**src/rtl/core/id3fw_pkg.sv**
```systemverilog
// shared types, constants and helpers for the id3v2 frame walker
package id3fw_pkg;

    localparam int unsigned ADDR_W = 3;

    // register word index taken from paddr[2]
    typedef enum logic [0:0] {
        REG_MODE   = 1'b0,
        REG_WANTED = 1'b1
    } t_reg_idx;

    localparam logic [31:0] WANTED_RESET = 32'h5449_5432;
    localparam logic [31:0] ID_APIC      = 32'h4150_4943;

    localparam logic [7:0]  ID_FIRST_MIN = 8'd65;
    localparam logic [7:0]  ID_FIRST_MAX = 8'd91;
    localparam logic [7:0]  CHAR_MIN     = 8'd32;
    localparam logic [7:0]  CHAR_MAX     = 8'd127;

    localparam logic [31:0] FRAME_HDR_BYTES = 32'd10;
    localparam logic [31:0] EXT_HDR_BYTES   = 32'd6;
    localparam int unsigned EXT_FLAG_BIT    = 6;

    // byte positions inside the headers
    localparam logic [3:0] TAG_FLAGS_POS = 4'd5;
    localparam logic [3:0] TAG_SIZE_POS  = 4'd6;
    localparam logic [3:0] TAG_LAST_POS  = 4'd9;
    localparam logic [3:0] EXT_SIZE_LAST = 4'd3;
    localparam logic [3:0] EXT_LAST_POS  = 4'd5;
    localparam logic [3:0] FR_ID_LAST    = 4'd3;
    localparam logic [3:0] FR_SIZE_LAST  = 4'd7;
    localparam logic [3:0] FR_LAST_POS   = 4'd9;

    typedef enum logic [1:0] {
        EV_START = 2'd0,
        EV_CHAR  = 2'd1,
        EV_END   = 2'd2,
        EV_DONE  = 2'd3
    } t_event;

    typedef enum logic [5:0] {
        PH_HDR     = 6'b000001,
        PH_EXTHDR  = 6'b000010,
        PH_EXTSKIP = 6'b000100,
        PH_FRHDR   = 6'b001000,
        PH_PAYLOAD = 6'b010000,
        PH_DONE    = 6'b100000
    } t_phase;

    typedef struct packed {
        logic       start_of_tag;
        logic [7:0] data_byte;
    } t_in_beat;

    typedef struct packed {
        t_event      event_res;
        logic [31:0] frame_id;
        logic [7:0]  char_value;
        logic        last;
    } t_out_beat;

    typedef struct packed {
        t_event      event_res;
        logic [31:0] frame_id;
        logic [7:0]  char_value;
    } t_res_item;

    // results of one byte, oldest in slot 0
    typedef struct packed {
        logic                load;
        logic [1:0]          cnt;
        t_res_item [2:0]     items;
    } t_res_bundle;

    typedef struct packed {
        logic        mode;
        logic [31:0] wanted_id;
    } t_cfg;

    // size bytes are weighted by 128 and kept to 30 bits
    function automatic logic [29:0] size_step(input logic [29:0] acc, input logic [7:0] b);
        size_step = {acc[22:0], 7'b0} + {22'b0, b};
    endfunction

endpackage

```
**src/rtl/core/id3fw_cfg_regs.sv**
```systemverilog
// apb register block: mode and wanted frame id
module id3fw_cfg_regs
    import id3fw_pkg::*;
(
    input  logic              i_clk,
    input  logic              i_rst_n,
    input  logic              psel,
    input  logic              penable,
    input  logic              pwrite,
    input  logic [ADDR_W-1:0] paddr,
    input  logic [31:0]       pwdata,
    output logic [31:0]       prdata,
    output logic              pready,
    output t_cfg              o_cfg
);

    logic        r_mode;
    logic [31:0] r_wanted;
    logic        wr_en;
    t_reg_idx    reg_idx;

    assign pready  = 1'b1;
    assign wr_en   = psel && penable && pwrite;
    assign reg_idx = t_reg_idx'(paddr[2]);

    always_ff @(posedge i_clk) begin
        if (!i_rst_n) begin
            r_mode   <= 1'b0;
            r_wanted <= WANTED_RESET;
        end else if (wr_en) begin
            unique case (reg_idx)
                REG_MODE:   r_mode   <= pwdata[0];
                REG_WANTED: r_wanted <= pwdata;
                default:    r_mode   <= r_mode;
            endcase
        end
    end

    always_comb begin
        unique case (reg_idx)
            REG_MODE:   prdata = {31'b0, r_mode};
            REG_WANTED: prdata = r_wanted;
            default:    prdata = '0;
        endcase
    end

    assign o_cfg.mode      = r_mode;
    assign o_cfg.wanted_id = r_wanted;

endmodule

```
**src/rtl/core/id3fw_parse_core.sv**
```systemverilog
// input register and single-pass parse step producing up to three results per byte
module id3fw_parse_core
    import id3fw_pkg::*;
(
    input  logic        i_clk,
    input  logic        i_rst_n,
    input  logic        i_in_valid,
    input  t_in_beat    i_in_data,
    output logic        o_in_stall,
    input  t_cfg        i_cfg,
    input  logic        i_q_free,
    output t_res_bundle o_bundle
);

    logic        r_in_valid;
    t_in_beat    r_in;

    t_phase      r_phase,    n_phase;
    logic [3:0]  r_bidx,     n_bidx;
    logic        r_ext_flag, n_ext_flag;
    logic [29:0] r_tag_size, n_tag_size;
    logic [31:0] r_cons,     n_cons;
    logic [31:0] r_id,       n_id;
    logic [29:0] r_left,     n_left;
    logic        r_emit,     n_emit;

    logic        go;

    // state seen by this byte, after an optional restart
    t_phase      c_phase;
    logic [3:0]  c_bidx;
    logic        c_ext_flag;
    logic [29:0] c_tag_size;
    logic [31:0] c_cons;
    logic [31:0] c_id;
    logic [29:0] c_left;
    logic        c_emit;

    logic [7:0]  b;
    logic [29:0] left_dec;
    logic [29:0] left_base;
    logic [31:0] id_base;
    logic [31:0] cons_sum;
    logic [31:0] chk_cons;
    logic        do_check;
    logic        do_finish;
    logic        ev_a;
    t_res_item   item_a;
    logic        ev_end;
    logic        ev_done;
    t_res_item   item_end;
    t_res_item   item_done;

    assign go         = r_in_valid && i_q_free;
    assign o_in_stall = r_in_valid && !i_q_free;
    assign b          = r_in.data_byte;

    always_ff @(posedge i_clk) begin
        if (!i_rst_n) begin
            r_in_valid <= 1'b0;
        end else if (!o_in_stall) begin
            r_in_valid <= i_in_valid;
        end
    end

    always_ff @(posedge i_clk) begin
        if (i_in_valid && !o_in_stall) begin
            r_in <= i_in_data;
        end
    end

    always_comb begin
        if (r_in.start_of_tag) begin
            c_phase    = PH_HDR;
            c_bidx     = '0;
            c_ext_flag = 1'b0;
            c_tag_size = '0;
            c_cons     = '0;
            c_id       = '0;
            c_left     = '0;
            c_emit     = 1'b0;
        end else begin
            c_phase    = r_phase;
            c_bidx     = r_bidx;
            c_ext_flag = r_ext_flag;
            c_tag_size = r_tag_size;
            c_cons     = r_cons;
            c_id       = r_id;
            c_left     = r_left;
            c_emit     = r_emit;
        end
    end

    always_comb begin
        n_phase    = c_phase;
        n_bidx     = c_bidx;
        n_ext_flag = c_ext_flag;
        n_tag_size = c_tag_size;
        n_cons     = c_cons;
        n_id       = c_id;
        n_left     = c_left;
        n_emit     = c_emit;

        left_dec  = c_left - 30'd1;
        left_base = (c_bidx == 4'd0) ? 30'd0 : c_left;
        id_base   = (c_bidx == 4'd0) ? 32'd0 : c_id;
        cons_sum  = '0;
        chk_cons  = c_cons;
        do_check  = 1'b0;
        do_finish = 1'b0;
        ev_a      = 1'b0;
        item_a    = '{event_res: EV_START, frame_id: c_id, char_value: 8'd0};
        ev_end    = 1'b0;
        ev_done   = 1'b0;

        unique case (c_phase)
            PH_HDR: begin
                if (c_bidx == TAG_FLAGS_POS) begin
                    n_ext_flag = b[EXT_FLAG_BIT];
                end else if (c_bidx >= TAG_SIZE_POS) begin
                    n_tag_size = size_step(c_tag_size, b);
                end
                if (c_bidx >= TAG_LAST_POS) begin
                    n_cons  = '0;
                    n_bidx  = '0;
                    n_left  = '0;
                    n_phase = n_ext_flag ? PH_EXTHDR : PH_FRHDR;
                end else begin
                    n_bidx = c_bidx + 4'd1;
                end
            end
            PH_EXTHDR: begin
                if (c_bidx <= EXT_SIZE_LAST) begin
                    n_left = size_step(left_base, b);
                end
                if (c_bidx >= EXT_LAST_POS) begin
                    cons_sum = c_cons + EXT_HDR_BYTES + {2'b0, n_left};
                    n_cons   = cons_sum;
                    if (n_left == 30'd0) begin
                        do_check = 1'b1;
                        chk_cons = cons_sum;
                    end else begin
                        n_phase = PH_EXTSKIP;
                        n_bidx  = '0;
                    end
                end else begin
                    n_bidx = c_bidx + 4'd1;
                end
            end
            PH_EXTSKIP: begin
                n_left = left_dec;
                if (left_dec == 30'd0) begin
                    do_check = 1'b1;
                end
            end
            PH_FRHDR: begin
                if (c_bidx <= FR_ID_LAST) begin
                    n_id = {id_base[23:0], b};
                    if (c_bidx == 4'd0) begin
                        n_left = '0;
                    end
                end else if (c_bidx <= FR_SIZE_LAST) begin
                    n_left = size_step(c_left, b);
                end
                if (c_bidx >= FR_LAST_POS) begin
                    // header complete: account for it and pick the frame
                    cons_sum = c_cons + FRAME_HDR_BYTES + {2'b0, c_left};
                    n_cons   = cons_sum;
                    chk_cons = cons_sum;
                    if (!i_cfg.mode && c_id != ID_APIC
                            && !(c_id[31:24] >= ID_FIRST_MIN && c_id[31:24] <= ID_FIRST_MAX)) begin
                        // unknown id in show-all mode ends the walk
                        n_emit  = 1'b0;
                        ev_done = 1'b1;
                        n_phase = PH_DONE;
                        n_bidx  = '0;
                    end else begin
                        if (i_cfg.mode) begin
                            n_emit = (c_id == i_cfg.wanted_id);
                        end else begin
                            n_emit = (c_id != ID_APIC);
                        end
                        ev_a = n_emit;
                        if (c_left == 30'd0) begin
                            do_finish = 1'b1;
                        end else begin
                            n_phase = PH_PAYLOAD;
                            n_bidx  = '0;
                        end
                    end
                end else begin
                    n_bidx = c_bidx + 4'd1;
                end
            end
            PH_PAYLOAD: begin
                if (c_emit && b >= CHAR_MIN && b <= CHAR_MAX) begin
                    ev_a   = 1'b1;
                    item_a = '{event_res: EV_CHAR, frame_id: c_id, char_value: b};
                end
                n_left = left_dec;
                if (left_dec == 30'd0) begin
                    do_finish = 1'b1;
                end
            end
            PH_DONE: begin
                n_phase = PH_DONE;
            end
            default: begin
                n_phase = PH_DONE;
            end
        endcase

        if (do_finish) begin
            ev_end   = n_emit;
            n_emit   = 1'b0;
            do_check = 1'b1;
        end
        if (do_check) begin
            n_bidx = '0;
            if (chk_cons > {2'b0, c_tag_size}) begin
                ev_done = 1'b1;
                n_phase = PH_DONE;
            end else begin
                n_phase = PH_FRHDR;
            end
        end
    end

    always_ff @(posedge i_clk) begin
        if (!i_rst_n) begin
            r_phase    <= PH_HDR;
            r_bidx     <= '0;
            r_ext_flag <= 1'b0;
            r_tag_size <= '0;
            r_cons     <= '0;
            r_id       <= '0;
            r_left     <= '0;
            r_emit     <= 1'b0;
        end else if (go) begin
            r_phase    <= n_phase;
            r_bidx     <= n_bidx;
            r_ext_flag <= n_ext_flag;
            r_tag_size <= n_tag_size;
            r_cons     <= n_cons;
            r_id       <= n_id;
            r_left     <= n_left;
            r_emit     <= n_emit;
        end
    end

    // order is start or char, then end, then tag done
    assign item_end  = '{event_res: EV_END, frame_id: c_id, char_value: 8'd0};
    assign item_done = '{event_res: EV_DONE, frame_id: 32'd0, char_value: 8'd0};

    always_comb begin
        o_bundle.load = go;
        o_bundle.cnt  = {1'b0, ev_a} + {1'b0, ev_end} + {1'b0, ev_done};
        o_bundle.items[0] = ev_a ? item_a : (ev_end ? item_end : item_done);
        o_bundle.items[1] = (ev_a && ev_end) ? item_end : item_done;
        o_bundle.items[2] = item_done;
    end

endmodule

```
**src/rtl/core/id3fw_result_queue.sv**
```systemverilog
// three-slot result register that hands out one beat per cycle while the output is not stalled
module id3fw_result_queue
    import id3fw_pkg::*;
(
    input  logic        i_clk,
    input  logic        i_rst_n,
    input  t_res_bundle i_bundle,
    output logic        o_free,
    output logic        o_out_valid,
    output t_out_beat   o_out_data,
    input  logic        i_out_stall
);

    logic [1:0]      r_cnt;
    t_res_item [2:0] r_slot;
    logic            take;

    assign o_out_valid = (r_cnt != 2'd0);
    assign take        = o_out_valid && !i_out_stall;
    assign o_free      = (r_cnt == 2'd0) || (r_cnt == 2'd1 && take);

    always_ff @(posedge i_clk) begin
        if (!i_rst_n) begin
            r_cnt <= '0;
        end else if (i_bundle.load) begin
            r_cnt <= i_bundle.cnt;
        end else if (take) begin
            r_cnt <= r_cnt - 2'd1;
        end
    end

    always_ff @(posedge i_clk) begin
        if (i_bundle.load) begin
            r_slot <= i_bundle.items;
        end else if (take) begin
            r_slot[0] <= r_slot[1];
            r_slot[1] <= r_slot[2];
        end
    end

    assign o_out_data.event_res  = r_slot[0].event_res;
    assign o_out_data.frame_id   = r_slot[0].frame_id;
    assign o_out_data.char_value = r_slot[0].char_value;
    assign o_out_data.last       = (r_cnt == 2'd1);

endmodule

```
**src/rtl/core/id3v2_frame_walker_unit.sv**
```systemverilog
// top level of the id3v2 tag frame walker
// takes one file byte per beat and walks the tag header, an optional extended
// header and the 10-byte frame headers, giving frame start, payload character,
// frame end and tag done beats. a byte is taken every cycle as long as it
// causes at most one result and the output is not stalled; a byte that
// causes two or three results (a frame header of an empty frame, the last
// payload byte of a frame) holds the input side while the result register
// hands them out one beat per cycle, as long as the output is not stalled.
// the parse step works straight off the input register and loads the result
// register once it is free, so a byte passes the input register and then
// the result register. set mode and wanted_id over apb only while no byte is
// in flight; they are sampled as each frame header completes.
module id3v2_frame_walker_unit
    import id3fw_pkg::*;
(
    input  logic              i_clk,
    input  logic              i_rst_n,
    // byte input
    input  logic              i_in_valid,
    input  t_in_beat          i_in_data,
    output logic              o_in_stall,
    // result output
    output logic              o_out_valid,
    output t_out_beat         o_out_data,
    input  logic              i_out_stall,
    // register port
    input  logic              psel,
    input  logic              penable,
    input  logic              pwrite,
    input  logic [ADDR_W-1:0] paddr,
    input  logic [31:0]       pwdata,
    output logic [31:0]       prdata,
    output logic              pready
);

    t_cfg        cfg;
    t_res_bundle bundle;
    logic        q_free;

    // mode at word 0, wanted frame id at word 1
    id3fw_cfg_regs u_cfg (
        .i_clk   (i_clk),
        .i_rst_n (i_rst_n),
        .psel    (psel),
        .penable (penable),
        .pwrite  (pwrite),
        .paddr   (paddr),
        .pwdata  (pwdata),
        .prdata  (prdata),
        .pready  (pready),
        .o_cfg   (cfg)
    );

    // input register plus the per-byte parse step
    id3fw_parse_core u_core (
        .i_clk      (i_clk),
        .i_rst_n    (i_rst_n),
        .i_in_valid (i_in_valid),
        .i_in_data  (i_in_data),
        .o_in_stall (o_in_stall),
        .i_cfg      (cfg),
        .i_q_free   (q_free),
        .o_bundle   (bundle)
    );

    // result register, drained one beat per cycle while the output is not stalled, with last on the final one
    id3fw_result_queue u_queue (
        .i_clk       (i_clk),
        .i_rst_n     (i_rst_n),
        .i_bundle    (bundle),
        .o_free      (q_free),
        .o_out_valid (o_out_valid),
        .o_out_data  (o_out_data),
        .i_out_stall (i_out_stall)
    );

endmodule

```
**config.mk**
```make
export PLATFORM = sky130hd
export DESIGN_NAME = id3v2_frame_walker_unit
export DESIGN_NICKNAME = d
export VERILOG_FILES = /design/src/rtl/core/id3fw_pkg.sv /design/src/rtl/core/id3fw_cfg_regs.sv /design/src/rtl/core/id3fw_parse_core.sv /design/src/rtl/core/id3fw_result_queue.sv /design/src/rtl/core/id3v2_frame_walker_unit.sv
export SDC_FILE = /design/constraint.sdc
export NUM_CORES = 1
export LEC_CHECK = 0
export BUFFER_PORTS_ARGS = -buffer_cell sky130_fd_sc_hd__clkbuf_2
export CORE_MARGIN = 2
export CORE_UTILIZATION = 49
export CTS_CLUSTER_SIZE = 20
export DETAILED_ROUTE_END_ITERATION = 12
export PLACE_DENSITY = 0.73
export SYNTH_ARGS = -nofsm -noshare
export SYNTH_HDL_FRONTEND = slang
export SYNTH_SLANG_ARGS = --single-unit
```
**constraint.sdc**
```tcl
create_clock -name i_clk -period 11.1 [get_ports i_clk]
set_clock_uncertainty 0.05 [all_clocks]
set_input_delay 2.22 -clock i_clk [delete_from_list [all_inputs] [get_ports i_clk]]
set_output_delay 2.22 -clock i_clk [all_outputs]
set_load 0.01 [all_outputs]
```
== Yosys cells after proc, flatten, opt, wreduce, memory -nomap -nowiden ==
Index checks and enable logic that the tools add are counted.
Widths: inputs -> output; s select.
Cells by class
  bitwise logic cells: 1
  order comparisons: 10
  $add $sub $neg: 12
  reduce and logical (&&, ||, !) cells: 29
  equality and inequality tests: 9
  muxes and demuxes: 82
Operators by type and width (number)
  $mux 30: 11
  $mux 32: 9
  $mux 84: 2
  $mux 41: 4
  $pmux 32 s2: 2
  $pmux 30 s4: 1
  $pmux 32 s3: 1
  $add 30x8->30: 3
  $logic_not 30->1: 3
  $add 32x30->32: 2
  $mux 6: 9
  $mux 42: 1
  $mux 4: 9
  $add 32x3->32 const B: 1
  $add 32x4->32 const B: 1
  $eq 32x32->1: 1
  $gt 32x30->1: 1
  $ne 32x31->1 const B: 1
  $sub 30x1->30 const B: 1
  $mux 1: 25
  $mux 24: 1
  $pmux 6 s4: 1
  $le 8x7->1 const B: 2
  $logic_and 1x1->1: 13
  28 further kinds: 38
Word-level totals
  bits in registers: 265
  input port bits: 51
  output and inout port bits: 78

== Longest topological paths before layout ==
Gate-level depths: netlist of the first run.
  depth in word-level cells: 15
  mapped depth: 48
  gate-level depth less buffers: 37

== Cells and area by module ==
Synthesis of the first run repeated with hierarchy kept, for this count alone.
Unflattened totals
  cell total of the unflattened synthesis: 3074
  area total of the unflattened synthesis: 25295.5 um^2
By module, submodules not included
  id3fw_parse_core: times used 1, cells each 2611, area each 18400.1 um^2
  id3fw_result_queue: times used 1, cells each 281, area each 5245.0 um^2
  id3fw_cfg_regs: times used 1, cells each 182, area each 1650.3 um^2

== Least setup slack after synthesis of the first run ==
OpenSTA, ideal clock, no wires.
  path kind: reg2reg
  from: reg u_core.r_in[8] (netlist bit)
  to: reg u_queue.r_cnt[0]
  setup time: 0.086 ns
  path slack: 1.427 ns
  buffers on the path: 11
  data arrival time: 9.538 ns
  cell stages (with the launch flop): 47
  clock period less this slack: 9.673 ns
  cells stage by stage: edfxtp_1 buf_2 buf_6 inv_1 buf_2 buf_2 clkbuf_1 clkbuf_1 clkbuf_1 buf_1 buf_1 nand2_1 ha_1 clkbuf_1 buf_1 a21oi_1 ha_1 ha_1 (+11 left out) a21oi_1 o21bai_1 xor2_1 nor2b_1 a221o_1 ha_1 and4_1 nand4_1 nor3_1 nand3_1 o21ai_0 nand2_1 o21ai_0 o2111a_1 o21ai_2 fa_1 nor2_1 a211oi_1
Between the ends
  word-level cells in the longest chain between the ends: 15
  elaborated cells between the ends (all ways): 67
RTL lines
  start: declaration: line id3fw_parse_core.sv:16  | t_in_beat r_in;
  start signal: assignment: line id3fw_parse_core.sv:68  | r_in <= i_in_data;
  $mux 4: line id3fw_parse_core.sv:73  | if (r_in.start_of_tag) begin
  $logic_not 4->1: line id3fw_parse_core.sv:105  | left_base = (c_bidx == 4'd0) ? 30'd0 : c_left;
  $mux 30
  $add 30x8->30: line id3fw_pkg.sv:82  | size_step = {acc[22:0], 7'b0} + {22'b0, b};
  $mux 30: line id3fw_parse_core.sv:133  | if (c_bidx <= EXT_SIZE_LAST) begin
  $mux 30: line id3fw_parse_core.sv:116  | unique case (c_phase)
  $add 32x30->32 / $logic_not 30->1 (equally long branches): line id3fw_parse_core.sv:137, id3fw_parse_core.sv:139
  $mux 32: line id3fw_parse_core.sv:139  | if (n_left == 30'd0) begin
  $mux 32: line id3fw_parse_core.sv:136  | if (c_bidx >= EXT_LAST_POS) begin
  $pmux 32 s2: line id3fw_parse_core.sv:116
  $gt 32x30->1: line id3fw_parse_core.sv:220  | if (chk_cons > {2'b0, c_tag_size}) begin
  $mux 1: line id3fw_parse_core.sv:220
  $mux 1: line id3fw_parse_core.sv:218  | if (do_check) begin
  $add 2x1->2 (*): line id3fw_parse_core.sv:257  | o_bundle.cnt = {1'b0, ev_a} + {1'b0, ev_end} + {1'b0, ev_done};
  $mux 2 (*): line id3fw_result_queue.sv:25  | end else if (i_bundle.load) begin
  end signal: assignment: line id3fw_result_queue.sv:26  | r_cnt <= i_bundle.cnt;
  end signal: assignment: line id3fw_result_queue.sv:28  | r_cnt <= r_cnt - 2'd1;
  end: declaration: line id3fw_result_queue.sv:14  | logic [1:0] r_cnt;
Mark *: on every way between the ends. The rest lies on a longest branch, timed or not. The select of a mux whose other input is x is not followed.
A chain may end at the register's enable or synchronous reset.

== Worst setup path in the final report of the first run ==
Same ends and word-level chain as after synthesis.

==> flow_summary.ini, run 1 <==
[setup_path]
reg2regPathDepth = 34
crit_slowest_cell = buf_12
crit-reg2reg-launch = u_core.r_in[8]
cp_data_required_time_ns = 11.55
crit_path_max_fanout = 165
cp-end-kind = register
crit_arrival_ns = 10.03
worst_path_largest_cell_delay_ns = 0.63
timing.setup.critical_path_class = reg -> reg
crit-reg2reg-capture = u_queue.r_cnt[0]
ff2ff_setup_slack_ns = 1.52
timing.critical_path.from_type = register

[status]
outcome = complete, no violations

[clock_tree]
numCtsBuffers = 31
clock_tree.buffer_depth = 3
hold_buffer_count_at_cts = 0
tritoncts_num_sinks = 256
cts_root_buffer = clkbuf_16
htreeDepth = 1
postCtsSetupBuffers = 0
post_cts_resize_count = 0
cts.reportedPaths.clkPinSlew_ns = 0.06
clk-insertion-delay-late_ns = 0.64
tritoncts = built

[flow_run]
cap_violations = 0

[placement]
place_area_um2 = 22400
port-buffer-count = 125
post-dp-hpwl_mm = 58.8
globalplace.congestion = 1.01
placed_cells_incl_taps = 3369

[route]
detailedRoute.firstPassIterationCount = 7
remaining_drc_errors = 0
post_drt_via_cell_ratio = 6.59
dr_total_vias = 22599
routedWlPerCell_um = 24.0
drt_iter0_markers = 2933
wirelength_mm = 82.3
drt.antenna.violating_nets = 0

[grt]
global_route_wire_length_before_repair_mm = 125
largest_net_degree_at_the_start_of_global_routing = 166
grt_usage = 0.344
grt_pass1_vias = 21288
antenna_found_initial = 1
global_route.overflow_total = 0

[hold_path]
min_delay_worst_endpoint = u_core.r_cons[0]
hold_class = reg -> reg
timing.hold.worst.start = u_core.r_cons[0]
timing.hold.worst_path_depth = 2

[synthesis]
synth.net_count = 3073
async_set_or_reset_register_ratio_after_synthesis = 0
postSynthAreaPerCell_um2 = 7.64
yosysWarnings = 0
post_synthesis_instance_area_um2 = 21800
synth.yosys.seq_area_share = 0.274
netlist_instances = 2854
postSynth.topFlopCell = dfxtp_1
synth_top_cells_by_area = dfxtp_1 (16%), edfxtp_1 (12%), ha_1 (9.5%)
synth_top_cell_by_area = dfxtp_1
post-synth-top-area-fraction = 0.158
synth_cell_types = 101
synth_edf_count = 84
flip_flop_and_latch_count_after_synthesis = 256

[floorplanning]
num_rows = 77
floorplan.initialDensity = 0.495
dieArea_um2 = 46200
chipWidth_um = 215
coreArea_um2 = 44000
die_h_um = 215
floorplan.io_pins = 129

[final_layout]
post_layout_nonfiller_instances = 3428
fillers = 4228
final_layout_size_suffix_gt1_frac = 0.104
multi_input_area_um2 = 14400
syn2layout_area_growth_pct = 7.77
post-route-cell-area_um2 = 23500
ff_latch_area_um2 = 5970
final_nets = 3029

[timing]
final.period_utilization = 0.863
hold_viol = 0
drv_slew = 0
totalNegativeSetupSlack_ns = 0
rsz0062_at_grt = false
highest_attainable_clock_frequency_mhz = 104
tightestPinTransition_ns = 1.28
max_slew_margin = 0.126
whs_ns = 0.407
fin_crit_ns = 9.58
setup_viol_count_final = 0

[pwr]
power-per-cell-area_nw_per_um2 = 120
power.leakage_nw = 9.44
p_total_mw = 2.81
worst_ir_drop_vdd_uv = 129
power_frac_comb = 0.210
internal-power_mw = 1.92
seqPwrFrac = 0.390
clk_network_pwr_share = 0.400
power.switching_uw = 891
switching_share = 0.317
sequential cells by signal, summed over array words and instances, names as in the netlist:
register / flops
u_core.r_in: 1
u_core.r_bidx: 4
u_queue.o_out_data: 42
u_core.r_left: 30
u_core.r_ext_flag: 1
u_queue.r_cnt: 2
u_core.r_in_valid: 1
u_core.b: 8
u_queue.r_slot: 33
u_core.r_tag_size: 30
u_cfg.r_wanted: 32
u_core.r_emit: 1
u_core.r_cons: 32
u_core.r_phase: 6
u_cfg.r_mode: 1
u_core.r_id: 32
per-layer routing:
layer / track usage / routed length [µm]
met2: 0.519 / 35200
met5: 0.00208 / 0
met4: 0.155 / 3810
met3: 0.0619 / 9330
met1: 0.479 / 34000
cell families after synthesis:
logic type,share of synthesized area
flip-flops,0.274
buffers and inverters,0.0701
AO/OA/AOI/OAI,0.248
multiplexers,0.0141
AND/OR/NAND/NOR,0.250
adder cells (fa/ha/maj),0.0974
other,0.000344
XOR/XNOR,0.0466
worst max-delay path: cells and delay by family, from the launching register on:
| kind | cells | cell delay, ns |
|---|---|---|
| and+or+nand+nor | 12 | 2.26 |
| DFF | 1 | 0.48 |
| xor gates and xnor gates | 1 | 0.21 |
| buffers and inverters | 3 | 1.32 |
| muxes | 1 | 0.11 |
| adders and majority gates | 5 | 1.72 |
| AOI/OAI and AO/OA | 12 | 3.23 |
stage by stage:
stage / setup slack (ns) / utilization
2_1_floorplan: 1.43 / -
3_3_place_gp: 1.88 / 0.509
3_5_place_dp: 1.74 / 0.509
4_1_cts: 1.66 / 0.534
5_1_grt: 1.04 / 0.534
6_report: 1.52 / 0.534
power groups by stage:
stage	registers, mW	logic (mW)	clock network [mW]
after floorplan	1.10	0.429	0
after global placement	1.11	0.562	0
after detailed placement	1.11	0.572	0
after CTS	1.09	0.575	1.13
after global routing	1.10	0.635	1.18
final	1.10	0.591	1.13
layout make-up:
type	count	share of cell area
Multi-Input combinational cell	2264	0.612
Sequential cell	256	0.254
Timing Repair Buffer	167	0.0406
Clock buffer	44	0.0368
Tap cell	592	0.0315
Inverter	90	0.0144
Clock inverter	14	0.0105
Antenna cell	1	0.000106
Yosys cell counts (all sizes together), types with 33 or more instances:
cell and number:
nand2 389, nor2 283, a21oi 243, o21ai 183
dfxtp 172, ha 165, clkbuf 149, buf 95
inv 90, edfxtp 84, a22oi 77, nor2b 75
xnor2 73, nand3 72, nor3 46, and3 43
xor2 43, and2 41, a221oi 33
worst max path at each step:
stage / slack (ns) / startpoint / to
after CTS: 1.66 / u_core.r_in[8] / u_queue.r_cnt[0]
after floorplan: 1.43 / u_core.r_in[8] / u_queue.r_cnt[0]
final: 1.52 / u_core.r_in[8] / u_queue.r_cnt[0]
after detailed placement: 1.74 / u_core.r_in[8] / u_queue.r_cnt[0]
after global routing: 1.04 / u_core.r_in[8] / u_queue.r_cnt[0]
after global placement: 1.88 / u_core.r_in[8] / u_queue.r_cnt[0]
placed cells by master (no fill, tap or decap), types with 17 or more instances in the layout:
cell type  count
a211oi_1      22
a21o_1        27
a21oi_1      226
a21oi_2       17
a221oi_1      33
a22oi_1       77
a31oi_1       30
and2_1        41
and3_1        43
buf_4         41
clkbuf_16     31
clkbuf_2     125
dfxtp_1      172
edfxtp_1      84
ha_1         165
inv_1         88
mux2i_1       27
nand2_1      387
nand2b_1      30
nand3_1       69
nand4_1       32
nor2_1       270
nor2b_1       73
nor3_1        42
nor4_1        26
o211ai_1      31
o21a_1        17
o21ai_0      174
o221ai_1      24
o22ai_1       22
xnor2_1       73
xor2_1        43
No activity file was read; power rests on OpenSTA's default activity.
==> run 2, diff against run 1 <==
ABC_AREA = 1   (was not set)
clock period = 12.4 ns   (was 11.1 ns; I/O delays follow)
==> run 2 against run 1 <==
Net effect: worst setup slack gained 0.74 ns; sequential power up 6%; clock-buffer cell count is 6 lower; highest routed layer unchanged; non-clock buffer count shrank 11; utilization fell by 0.70 points; worst hold slack better by 0.0072 ns; combinational power grew 91%; design area increased by 6.3%; die area increased by 7.1%; first-iteration DRC count grew 17%.
==> flow_summary.ini, run 2 <==
[final_layout]
final_nets = 3764
largest_register_ff_count = 42
syn2layout_area_growth_pct = 6.86
antennaDiodeCount = 0
post-route-cell-area_um2 = 25000
post_layout_nonfiller_instances = 4184
final_layout_size_suffix_gt1_frac = 0.0880
layout.cells.most_common = nand2_1
highest_count_cells_in_the_layout_ignoring_fill_and_taps = nand2_1 (726), inv_1 (433), nor2_1 (411), a21oi_1 (304), o21ai_0 (254)
utilization = 0.527

[grt]
largest_net_degree_at_the_start_of_global_routing = 106
global_route.overflow_total = 0
grt_pass1_vias = 22144
global_route_wire_length_before_repair_mm = 126
grt_usage = 0.319
antenna_found_initial = 0

[clock_tree]
postCtsSetupBuffers = 0
cts.reportedPaths.clkPinSlew_ns = 0.06
numCtsBuffers = 30
cts_root_buffer = clkbuf_16
hold_buffer_count_at_cts = 0
clk-insertion-delay-late_ns = 0.62
post_cts_resize_count = 0
htreeDepth = 1
tritoncts_num_sinks = 256
tritoncts = built
clock_tree.buffer_depth = 3

[route]
routedWlPerCell_um = 19.6
post_drt_via_cell_ratio = 5.93
wirelength_mm = 81.9
highest-signal-layer = met4
routed-wl-met2_mm = 34.3
detailedRoute.firstPassIterationCount = 6
drt_iter0_markers = 3433
remaining_drc_errors = 0
drt.antenna.violating_nets = 0
dr_total_vias = 24818
met3RoutedLength_mm = 8.73
met1_length_mm = 35.4

[placement]
port-buffer-count = 125
post-dp-hpwl_mm = 58.8
globalplace.congestion = 0.994
place_area_um2 = 24000
place_ws_ns = 2.69
placed_cells_incl_taps = 4128

[synthesis]
synth_common_cells = nand2_1 (726), inv_1 (436), nor2_1 (416)
synth_top_cell_by_area = dfxtp_1
synth.most_common_cell = nand2_1
synth.net_count = 3790
postSynthAreaPerCell_um2 = 6.55
netlist_instances = 3571
async_set_or_reset_register_ratio_after_synthesis = 0
synth_top_cells_by_area = dfxtp_1 (15%), nand2_1 (12%), edfxtp_1 (11%)
post_synthesis_instance_area_um2 = 23400
yosysWarnings = 0
flip_flop_and_latch_count_after_synthesis = 256
postSynth.topFlopCell = dfxtp_1
synth_cell_types = 68
synth.yosys.seq_area_share = 0.255
synth_edf_count = 84
post-synth-top-area-fraction = 0.147

[floorplanning]
chipWidth_um = 222
num_rows = 80
coreArea_um2 = 47400
dieArea_um2 = 49500
floorplan.initialDensity = 0.493
die_h_um = 222
floorplan.io_pins = 129

[setup_path]
worst_path_largest_cell_delay_ns = 0.65
crit_slowest_cell = buf_4
crit_path_max_fanout = 75
timing.critical_path.from_type = register
timing.setup.critical_path_class = reg -> reg
cp-end-kind = register
crit_top_cell = nand2_1
crit_arrival_ns = 10.56
cp_data_required_time_ns = 12.82

[pwr]
switching_share = 0.393
power.switching_mw = 1.27
power_frac_comb = 0.349
seqPwrFrac = 0.360
power-per-cell-area_nw_per_um2 = 130
clk_network_pwr_share = 0.291
power.leakage_nw = 11.4
worst_ir_drop_vdd_uv = 138
p_total_mw = 3.24
internal-power_mw = 1.97

[timing]
highest_attainable_clock_frequency_mhz = 98.6
fin_crit_ns = 10.14
final.period_utilization = 0.818
hold_viol = 0
max_slew_margin = 0.218
whs_ns = 0.414
finalWorstSetupSlack_ns = 2.26
setup_viol_count_final = 0
totalNegativeSetupSlack_ns = 0
rsz0062_at_grt = false
tightestPinTransition_ns = 1.17
drv_slew = 0

[status]
outcome = complete, no violations

[flow_run]
cap_violations = 0

[hold_path]
hold_class = reg -> reg
[run 2: cell count changes after synthesis, moves of 77 or more]
| cell | before | now |
|---|---|---|
| a21oi_1 | 226 | 304 |
| inv_1 | 89 | 436 |
| nand2_1 | 387 | 726 |
| nand3_1 | 70 | 156 |
| nor2_1 | 273 | 416 |
| o21ai_0 | 177 | 254 |
[run 2: final cells by class]
type                            count  area [µm²]
Clock buffer                       38         801
Clock inverter                     18         238
Fill cell                        4828       22500
Inverter                          469        1770
Multi-Input combinational cell   2632       14600
Sequential cell                   256        5970
Tap cell                          615         769
Timing Repair Buffer              156         858
[run 2: logic make-up (layout without fill, tap and decap cells)]
kind of cell | after synthesis | after routing | synth area share
adders and majority gates | 168 | 168 | 0.0908
buffers and inverters | 683 | 681 | 0.122
other | 2 | 2 | 0.000321
DFF | 256 | 256 | 0.255
and+or+nand+nor | 1480 | 1480 | 0.269
AOI/OAI and AO/OA | 866 | 866 | 0.219
xor gates and xnor gates | 116 | 116 | 0.0434
[run 2: critical path: cells and delay by family (launching register included)]
kind	cells	cell delay, ns
buf+inv	6	2.11
simple gates	22	3.68
compound gates	8	1.94
xor+xnor	1	0.29
flops	1	0.36
fa+ha+maj	4	1.54
[run 2: metal layers]
layer	vias up	GRT usage
li1	11919	-
met1	11342	0.458
met2	1347	0.478
met3	210	0.0496
met4	0	0.122
met5	-	0
[run 2: final timing paths]
path                         startpoint                    end  slack, ns  depth (start not counted)
hold / removal    u_core.r_tag_size[26]  u_core.r_tag_size[26]       0.41                          2
hold reg to reg   u_core.r_tag_size[26]  u_core.r_tag_size[26]       0.41                          2
setup / recovery         u_core.r_in[8]       u_queue.r_cnt[0]       2.26                         41
setup reg to reg         u_core.r_in[8]       u_queue.r_cnt[0]       2.26                         41
[run 2: power by group through the flow]
| stage | sequential [mW] | combinational (mW) | clock [mW] |
|---|---|---|---|
| 2_1_floorplan | 1.17 | 0.854 | 0 |
| 3_3_place_gp | 1.18 | 1.10 | 0 |
| 3_5_place_dp | 1.18 | 1.11 | 0 |
| 4_1_cts | 1.17 | 1.11 | 0.954 |
| 5_1_grt | 1.18 | 1.25 | 0.982 |
| 6_report | 1.17 | 1.13 | 0.944 |
